### src/hw/rtl/hashed_block_cache_lru_core_assert.svh
// Assertion macros for the hashed block cache core.
// Included by the top level only; no other dependencies.
`ifndef HASHED_BLOCK_CACHE_LRU_CORE_ASSERT_SVH
`define HASHED_BLOCK_CACHE_LRU_CORE_ASSERT_SVH
// check that a condition implies a consequence on the same edge
`define HBC_ASSERT_IMP(lbl, ante, cons) \
  lbl: assert property (@(posedge clk) disable iff (rst) (ante) |-> (cons)) \
    else $error("hbc check failed");
// check that a condition implies a consequence on the next edge
`define HBC_ASSERT_NXT(lbl, ante, cons) \
  lbl: assert property (@(posedge clk) disable iff (rst) (ante) |=> (cons)) \
    else $error("hbc check failed");
`endif

### src/hw/rtl/hbc_pkg.sv
// Package for the hashed block cache core: sizes, codes and entry record.
// No dependencies.
package hbc_pkg;
  localparam int Entries = 32;
  localparam int Buckets = 13;
  localparam int IdxW = $clog2(Entries);
  localparam int CntW = $clog2(Entries + 1);
  localparam logic [7:0] RefsMax = 8'd255;
  localparam logic [12:0] BucketRecip = 13'd5042;

  typedef enum logic [1:0] {
    KIND_GET = 2'd0, KIND_RELEASE = 2'd1, KIND_PIN = 2'd2, KIND_UNPIN = 2'd3
  } kind_t;

  typedef enum logic [1:0] {
    ST_OK = 2'd0, ST_NO_FREE = 2'd1, ST_REF_ERR = 2'd2
  } status_t;

  typedef struct packed {
    logic [7:0]  device;
    logic [31:0] block;
    logic        valid;
    logic [7:0]  refs;
    logic [31:0] last_use;
    logic [3:0]  bucket;
    logic [31:0] order;
  } entry_t;

  typedef struct packed {
    logic         we;
    logic [IdxW-1:0] addr;
    entry_t       data;
  } mem_wr_t;

  typedef enum logic [2:0] {
    S_IDLE, S_HASH, S_HSCAN, S_FSCAN, S_WRITE, S_OUT
  } state_t;
endpackage

### src/hw/rtl/hbc_dir_mem.sv
// Directory memory of the hashed block cache: one entry record per line.
// Depends on hbc_pkg. Entries not yet written read as their reset value.
module hbc_dir_mem import hbc_pkg::*; (
  input  logic            clk,
  input  logic            rst,
  input  logic [IdxW-1:0] raddr,
  output entry_t          rdata,
  input  mem_wr_t         wr
);
  entry_t mem [Entries];
  logic [Entries-1:0] written;
  logic [IdxW-1:0] raddr_q;
  entry_t mdata;

  always_ff @(posedge clk) begin
    if (wr.we) mem[wr.addr] <= wr.data;
    mdata <= mem[raddr];
    raddr_q <= raddr;
  end

  always_ff @(posedge clk) begin
    if (rst) written <= '0;
    else if (wr.we) written[wr.addr] <= 1'b1;
  end

  always_comb begin
    if (written[raddr_q]) rdata = mdata;
    else begin
      rdata = '0;
      rdata.order = 32'(raddr_q);
    end
  end
endmodule

### config.mk
export PLATFORM = sky130hd
export DESIGN_NAME = hbc_dir_mem
export DESIGN_NICKNAME = d
export VERILOG_FILES = /design/src/hw/rtl/hashed_block_cache_lru_core_assert.svh /design/src/hw/rtl/hbc_pkg.sv /design/src/hw/rtl/hbc_dir_mem.sv
export SDC_FILE = /design/constraint.sdc
export NUM_CORES = 2
export LEC_CHECK = 0
export BUFFER_PORTS_ARGS = -buffer_cell sky130_fd_sc_hd__clkbuf_2
export CAP_MARGIN = 20
export CORE_MARGIN = 3
export CORE_UTILIZATION = 65
export CTS_BUF_LIST = sky130_fd_sc_hd__clkbuf_4
export DETAILED_ROUTE_END_ITERATION = 16
export PLACE_DENSITY = 0.82
export SLEW_MARGIN = 10
export SYNTH_ARGS = -nofsm -noshare
export SYNTH_HDL_FRONTEND = slang
export SYNTH_SLANG_ARGS = --single-unit
### constraint.sdc
create_clock -name clk -period 19.61 [get_ports clk]
set_input_delay 0.9805 -clock clk [delete_from_list [all_inputs] [get_ports clk]]
set_output_delay 0.9805 -clock clk [all_outputs]
set_load 0.05 [all_outputs]
==> impl_results.md <==
* Yosys top cell by area: edfxtp_1
* FF-to-FF End: mdata[93]
* Number of global-route vias before repair at 76.9k
* Width of the die at 480 um
* Max-cap violations at 0
* # hold bufs at CTS at 83
* Slew HR at 19.7%
* Yosys warning count at 0
* Detailed Route Iter0 Violations at 12.4k
* Worst Hold Class: in -> reg
* HP Start: wr[4]
* End of the worst hold path: mem[8][4]
* Hpwl dp at 175,000 um
* GR Overflow Total at 0
* Vias at 73.4k
* Peak fanout along the critical path at 63
* Worst r2r path cells at 3
* RR Startpoint: mem[21][93]
* Cell leakage power at 52.9 nW
* Fill count at 11.2k
* IO Pins at 247
* Final worst-path cycle share at 32.1%
* Post-Route Skew at 161 ps
* Post-CTS sizing at 0
* EDFF count, synth at 3,744
* Final Hold Viols at 0
* Die area at 230,000 sq um
* Maximum VDD drop at 0.0000787 V
* Count leader, synth: edfxtp_1
* Synth cell types at 24
* RSZ-0062 raised after global routing: no
* CTS root buf: clkbuf_4
* Antenna viol nets, final at 0
* First-pass GRT wire length at 552,000 um
* Clock Sinks at 3,898
* Area of the mapped netlist at 146,000 sq um
* Maximum clock path buffer count at 4
* Global-route usage over all layers at 34.3%
* Synth async-reset ratio at 0%
* Layout cells sized above 1 at 41.5%
* Dpl cells at 8,782
* Area growth, synth to finish at 12.2%
* Setup TNS at 0 ps
* Final nets at 6,926
* Worst-Margin Slew at 1200 ps
* Routed WL at 386,000 um
* Cells after Synth at 5,742
* Placer congestion estimate at 0.752
* Synth area leaders: edfxtp_1 77%, mux4_2 18%, dfxtp_1 2.1%
* Status: finished, final reports clean
* Largest net degree at the start of global routing at 112
* Setup Viol. Count Final at 0
* Syn_area_per_cell at 25.4 sq um
* Post-Route Utilization at 73.5%
* Site row count at 173
* CP Launch Type: flip-flop
* Worst skew pair latency at 1530 ps
* TritonCTS Buffers at 903
* Initial antenna violation count at 40
* Pwr dens at 102 nW/um^2
* Sequential cell area at 116,000 sq um
* Pre-antenna DRT Iters at 8
* Synth Flop Type: edfxtp_1
* WS Path Type: reg -> out
* Crit path DAT at 5310 ps
* Post-synthesis sequential area ratio at 79.1%
* Max Transition Viols Final at 0
* CTS tree: yes
* CP Capture Type: output pin
* Hold slack at 141 ps
* Hold path depth at 1
* Worst path required time at 18,630 ps
* Post-route minimum period at 6300 ps
* WL per Instance at 36.5 um
* Critical path launch point: raddr_q[0]
* Top-area cell type share of the netlist area at 77.0%
* Syn_nets at 5,872
* Post-route DRC violation count at 0
* PortBufs at 246
* Layout Cells excl Fill at 10.6k
* Worst-path clk slew at 80 ps
* DR vias/cell at 6.95
* Post-synth top cells: 3,744 x edfxtp_1, 1,175 x mux4_2, 170 x clkbuf_1
* Yosys reg bits at 3,898
* Area of the multi-input gates at 29,400 sq um
* Starting Density at 65.5%
* Die H at 480 um
* Max Clk Rate at 159 MHz
* # Post-CTS Setup Buffers at 0
* H-tree Lvls at 6
* Core area at 223,000 sq um
* Flop-to-flop setup slack at 17,540 ps
sequential cells by signal (all words and copies together), names as in the netlist:
name	count
written	32
mdata	117
mem	3744
raddr_q	5
through the flow:
| stage | worst slack [ps] | power [mW] | area (sq um) |
|---|---|---|---|
| 2_1_floorplan | 12480 | 10.0 | 146000 |
| 3_3_place_gp | 12870 | 10.3 | 151000 |
| 3_5_place_dp | 12820 | 10.3 | 151000 |
| 4_1_cts | 13220 | 16.8 | 164000 |
| 5_1_grt | 13090 | 17.3 | 164000 |
| 6_report | 13310 | 16.8 | 164000 |
routing by layer:
layer | wire [um] | up-vias | track usage (%)
met2 | 193000 | 6849 | 54.7
met3 | 51300 | 1232 | 7.83
met5 | 77 | - | 0
met1 | 121000 | 37574 | 45.2
li1 | - | 27742 | -
met4 | 20400 | 12 | 18.0
final cells by class:
type                            count  area share (%)
Clock inverter                    282           0.839
Inverter                            1         0.00229
Timing Repair Buffer              453            2.03
Clock buffer                     1370            6.28
Tap cell                         2975            2.27
Antenna cell                       50          0.0764
Sequential cell                  3898            70.5
Multi-Input combinational cell   1539            18.0
power by group:
group	switching (mW)	total, mW	internal (mW)
Clock	3.25	6.55	3.30
Sequential	0.0613	9.31	9.25
Combinational	0.533	0.893	0.360
Total	3.85	16.8	12.9
cells by family after synthesis:
kind of cell / count (synthesis) / share of synthesized area, %
AO/OA/AOI/OAI: 8 / 0.0343
buffers and inverters: 305 / 0.910
AND/OR/NAND/NOR: 228 / 0.808
multiplexers: 1303 / 19.1
flip-flops: 3898 / 79.1
worst max-delay path: stages, from the launching register on:
cell and delay [ps]:
dfxtp_1 790, mux2_2 320, o21ai_0 170, o221ai_4 240, buf_4 620, buf_4 720
and3_1 440, clkbuf_2 330
how the worst max path moves through the flow:
stage                  to  depth (start not counted)
5_1_grt         rdata[11]                          7
3_5_place_dp   mdata[112]                          8
4_1_cts         rdata[55]                          7
3_3_place_gp    mdata[80]                          8
2_1_floorplan  mem[12][0]                          3
6_report        rdata[11]                          7
cell usage in the layout, fill, tap and decap left out, drive strengths merged:
master / instances
dfxtp: 154
nand3: 2
nand3b: 5
clkinv: 257
nand2: 5
buf: 129
o221ai: 2
mux2i: 3
o22ai: 2
or3: 1
mux2: 125
and2: 1
o21ai: 3
nand2b: 1
inv: 14
a21oi: 1
clkinvlp: 4
clkbuf: 1611
and3: 112
dlygate4sd3: 83
diode: 50
or3b: 3
bufinv: 8
mux4: 1175
nor2: 98
edfxtp: 3744
Power figures use the tool's default switching activity.
