File: config.mk
export PLATFORM = sky130hd
export DESIGN_NAME = hbc_mod13
export DESIGN_NICKNAME = d
export VERILOG_FILES = /design/src/hw/rtl/hashed_block_cache_lru_core_assert.svh /design/src/hw/rtl/hbc_pkg.sv /design/src/hw/rtl/hbc_mod13.sv
export SDC_FILE = /design/constraint.sdc
export NUM_CORES = 1
export LEC_CHECK = 0
export ABC_AREA = 1
export BUFFER_PORTS_ARGS = -buffer_cell sky130_fd_sc_hd__buf_2
export CORE_MARGIN = 3
export CORE_UTILIZATION = 40
export CTS_CLUSTER_SIZE = 8
export DETAILED_ROUTE_END_ITERATION = 12
export PLACE_DENSITY = 0.65
export SLEW_MARGIN = 5
export SYNTH_ARGS = -nofsm -noshare
export SYNTH_HDL_FRONTEND = slang
export SYNTH_SLANG_ARGS = --single-unit
File: constraint.sdc
create_clock -name clk -period 15.9 [get_ports clk]
set_input_delay 0.795 -clock clk [delete_from_list [all_inputs] [get_ports clk]]
set_output_delay 0.795 -clock clk [all_outputs]
set_load 0.02 [all_outputs]
File: src/hw/rtl/hashed_block_cache_lru_core_assert.svh
// Assertion macros for the hashed block cache core.
// Included by the top level only; no other dependencies.
`ifndef HASHED_BLOCK_CACHE_LRU_CORE_ASSERT_SVH
`define HASHED_BLOCK_CACHE_LRU_CORE_ASSERT_SVH
// check that a condition implies a consequence on the same edge
`define HBC_ASSERT_IMP(lbl, ante, cons) \
  lbl: assert property (@(posedge clk) disable iff (rst) (ante) |-> (cons)) \
    else $error("hbc check failed");
// check that a condition implies a consequence on the next edge
`define HBC_ASSERT_NXT(lbl, ante, cons) \
  lbl: assert property (@(posedge clk) disable iff (rst) (ante) |=> (cons)) \
    else $error("hbc check failed");
`endif

File: src/hw/rtl/hbc_pkg.sv
// Package for the hashed block cache core: sizes, codes and entry record.
// No dependencies.
package hbc_pkg;
  localparam int Entries = 32;
  localparam int Buckets = 13;
  localparam int IdxW = $clog2(Entries);
  localparam int CntW = $clog2(Entries + 1);
  localparam logic [7:0] RefsMax = 8'd255;
  localparam logic [12:0] BucketRecip = 13'd5042;

  typedef enum logic [1:0] {
    KIND_GET = 2'd0, KIND_RELEASE = 2'd1, KIND_PIN = 2'd2, KIND_UNPIN = 2'd3
  } kind_t;

  typedef enum logic [1:0] {
    ST_OK = 2'd0, ST_NO_FREE = 2'd1, ST_REF_ERR = 2'd2
  } status_t;

  typedef struct packed {
    logic [7:0]  device;
    logic [31:0] block;
    logic        valid;
    logic [7:0]  refs;
    logic [31:0] last_use;
    logic [3:0]  bucket;
    logic [31:0] order;
  } entry_t;

  typedef struct packed {
    logic         we;
    logic [IdxW-1:0] addr;
    entry_t       data;
  } mem_wr_t;

  typedef enum logic [2:0] {
    S_IDLE, S_HASH, S_HSCAN, S_FSCAN, S_WRITE, S_OUT
  } state_t;
endpackage

File: src/hw/rtl/hbc_mod13.sv
// Remainder of a block number by the bucket count, in registered steps:
// fold 12-bit digits (2^12 is 1 modulo 13), then multiply by the reciprocal.
// Depends on hbc_pkg.
module hbc_mod13 import hbc_pkg::*; (
  input  logic        clk,
  input  logic        start,
  input  logic [31:0] value,
  output logic [3:0]  rem,
  output logic        done
);
  logic [13:0] s1;
  logic [12:0] s2;
  logic [1:0]  stage;
  logic [25:0] prod;
  logic [12:0] q;

  assign prod = 26'(s2) * 26'(BucketRecip);
  assign q = 13'(prod >> 16);
  assign done = (stage == 2'd3);

  always_ff @(posedge clk) begin
    if (start) begin
      s1 <= 14'(value[11:0]) + 14'(value[23:12]) + 14'(value[31:24]);
      stage <= 2'd1;
    end else if (stage == 2'd1) begin
      s2 <= 13'(s1[11:0]) + 13'(s1[13:12]);
      stage <= 2'd2;
    end else if (stage == 2'd2) begin
      rem <= 4'(s2 - 13'(q * 13'(Buckets)));
      stage <= 2'd3;
    end
  end
endmodule

==> impl_metrics.json <==
{
  "status": "finished clean",
  "netlist_top_cells_area": "fa_1 (24%), ha_1 (22%), edfxtp_1 (20%)",
  "area_growth_syn_to_layout_pct": 11.00,
  "root_buffer": "clkbuf_16",
  "gp_congestion": 0.8955,
  "final_antenna_net_count": 0,
  "grt_overflow_total": 0,
  "path_delay_family": "adder cells",
  "grt_pass1_vias": 3545,
  "cts-hold-fix-buffers": 0,
  "tightest_slew_ps": 1028,
  "numPortBuffers": 38,
  "fin_tns_setup_ps": 0,
  "dpl.hpwl_um": 7342,
  "crit_slowest_cell": "edfxtp_1",
  "die_w_um": 114.0,
  "via_count": 3240,
  "ios": 39,
  "grt_pass1_wl_um": 14810,
  "end_kind": "flip-flop",
  "drt_iter0_markers": 100,
  "track_usage_pct": 13.87,
  "start_util_pct": 41.93,
  "dominantRegCellSynth": "edfxtp_1",
  "setup_viol": 0,
  "arrival_ps": 6410,
  "insertion_delay_ps": 270,
  "reg2reg_depth": 31,
  "cp_common_cell": "nand2_1",
  "viasPerCell": 4.669,
  "crit_end": "rem[3]$_DFFE_PP_",
  "antenna_found_initial": 0,
  "finalClockSkew_ps": 2.932,
  "hold_path_class": "flip-flop to flip-flop",
  "rows": 38,
  "antenna_cells": 0,
  "clock_sinks": 33,
  "rr_startpoint": "s2[3]$_DFFE_PP_",
  "clock_path_buffers": 2,
  "cts_setup_buffers": 0,
  "grt_max_degree": 19,
  "core_area_um2": 11130,
  "synth_area_um2": 4664,
  "numCtsBuffers": 5,
  "cp-startpoint": "s2[3]$_DFFE_PP_",
  "rsz0062_at_grt": "false",
  "worstPathRequired_ps": 15930,
  "cts_tree": "built",
  "die_h_um": 114.0,
  "dr.pass1.iters": 4,
  "worstReg2RegEnd": "rem[3]$_DFFE_PP_",
  "htreeDepth": 2,
  "max_stage_delay_ps": 570,
  "start_kind": "flip-flop",
  "syn_area_per_cell_um2": 9.182,
  "drive_gt1_share_pct": 10.29,
  "hold_violations": 0,
  "synthCells": 508,
  "wl_um": 8311,
  "die-area_um2": 12990,
  "syn_nets": 679,
  "critPathMaxFanout": 9,
  "crit_cells": 31,
  "synth_top_area_share_pct": 23.61,
  "timing_worst_setup_path_type": "flip-flop to flip-flop",
  "rrSetupSlack_ps": 9510,
  "fillers": 1081,
  "synthTopCellsByCount": "inv_1 (144), ha_1 (82), nand2_1 (79), fa_1 (55), edfxtp_1 (31)",
  "min_period_ps": 6386,
  "drv_cap": 0,
  "yosys_warnings": 0,
  "min_period_over_period_pct": 40.16,
  "yosysMostFrequentCell": "inv_1",
  "seq_area_frac_synth_pct": 20.82,
  "critical_path_buf_inv_count": 7,
  "wl_per_cell_um": 11.98,
  "drc": 0,
  "slew_headroom_pct": 31.22,
  "synth-seq-cells": 33,
  "clock.fmax_ghz": 0.1566,
  "synthArstFlopShare_pct": 0,
  "synth_top_cell_by_area": "fa_1",
  "synth_cell_type_count": 30,
  "maxSlewViolCount": 0,
  "nets": 724,
  "cts.clk_slew.worst_paths_ps": 50,
  "synth_edf_count": 31,
  "post_cts_resized": 0
}
[logic make-up after synthesis]
family | Yosys count | synth area share, %
buffers and inverters | 147 | 11.83
XOR/XNOR | 31 | 5.821
flip-flops | 33 | 20.82
AND/OR/NAND/NOR | 123 | 11.21
AO/OA/AOI/OAI | 37 | 4.721
adder cells (fa/ha/maj) | 137 | 45.60
[per-layer routing]
layer  wire length [µm]  vias to the layer above  GRT usage (%)
li1                   -                     1652              -
met1               3630                     1508          16.70
met2               4220                       67          25.84
met3                253                       13          1.645
met4                206                        0          4.038
met5                  0                        -              0
[through the flow]
stage | area (µm²) | util (%) | setup WS, ps | cells | hold WS (ps)
CTS | 5177 | 46.54 | 9493 | 694 | 507.8
global route | 5177 | 46.54 | 9021 | 694 | 554.2
global placement | 5030 | 45.21 | 9662 | 686 | 483.0
floorplan | 4664 | - | 9925 | 508 | 463.4
finish | 5177 | 46.54 | 9514 | 694 | 505.5
detailed placement | 5030 | 45.21 | 9502 | 686 | 500.0
[layout by cell type, fill, tap and decap left out, types with 2 or more instances in the layout]
cell type,n
a21o_1,2
a21oi_1,21
a31oi_1,2
buf_2,38
clkbuf_16,5
dfxtp_1,2
edfxtp_1,31
fa_1,55
ha_1,82
inv_1,144
inv_2,3
nand2_1,79
nand2_2,4
nand3_1,13
nand4_1,2
nor2_1,16
nor3_1,2
nor3_2,2
o21ai_0,4
o21bai_1,3
xnor2_1,7
xor2_1,24
[registers in the layout (all words and copies together) (netlist names)]
name,flops
rem,4
s1,14
stage,2
s2,13
[area by class of cell]
cell class | count | area [µm²] | area share [%]
flip-flops and latches | 33 | 970.9 | 18.75
inverters | 147 | 551.8 | 10.66
repair buffers | 38 | 190.2 | 3.673
clock buffers | 6 | 138.9 | 2.682
multi-input cells | 328 | 3142 | 60.68
clock inverters | 2 | 8.758 | 0.1692
well taps | 140 | 175.2 | 3.383
[how the worst min path moves through the flow]
stage                                        to  cells after the start                  start  slack [ps]
after floorplan           stage[1]$_SDFFE_PP0P_                      2  stage[1]$_SDFFE_PP0P_         460
after global placement    stage[1]$_SDFFE_PP0P_                      2  stage[1]$_SDFFE_PP0P_         480
after detailed placement  stage[1]$_SDFFE_PP0P_                      2  stage[1]$_SDFFE_PP0P_         500
after CTS                 stage[1]$_SDFFE_PP0P_                      2  stage[1]$_SDFFE_PP0P_         510
after global routing      stage[1]$_SDFFE_PP0P_                      2  stage[1]$_SDFFE_PP0P_         550
final                     stage[1]$_SDFFE_PP0P_                      2  stage[1]$_SDFFE_PP0P_         510
[worst register-to-register path, delay by kind of cell (launching register included)]
family | cells | cell delay, ps
adders and majority gates | 9 | 3740
and+or+nand+nor | 13 | 1030
DFF | 1 | 570
buffers and inverters | 7 | 450
AOI/OAI and AO/OA | 2 | 350
Power is left out: the tool's default activity adds up to more than one toggle a clock period on the data nets, which glitch-free logic cannot reach.
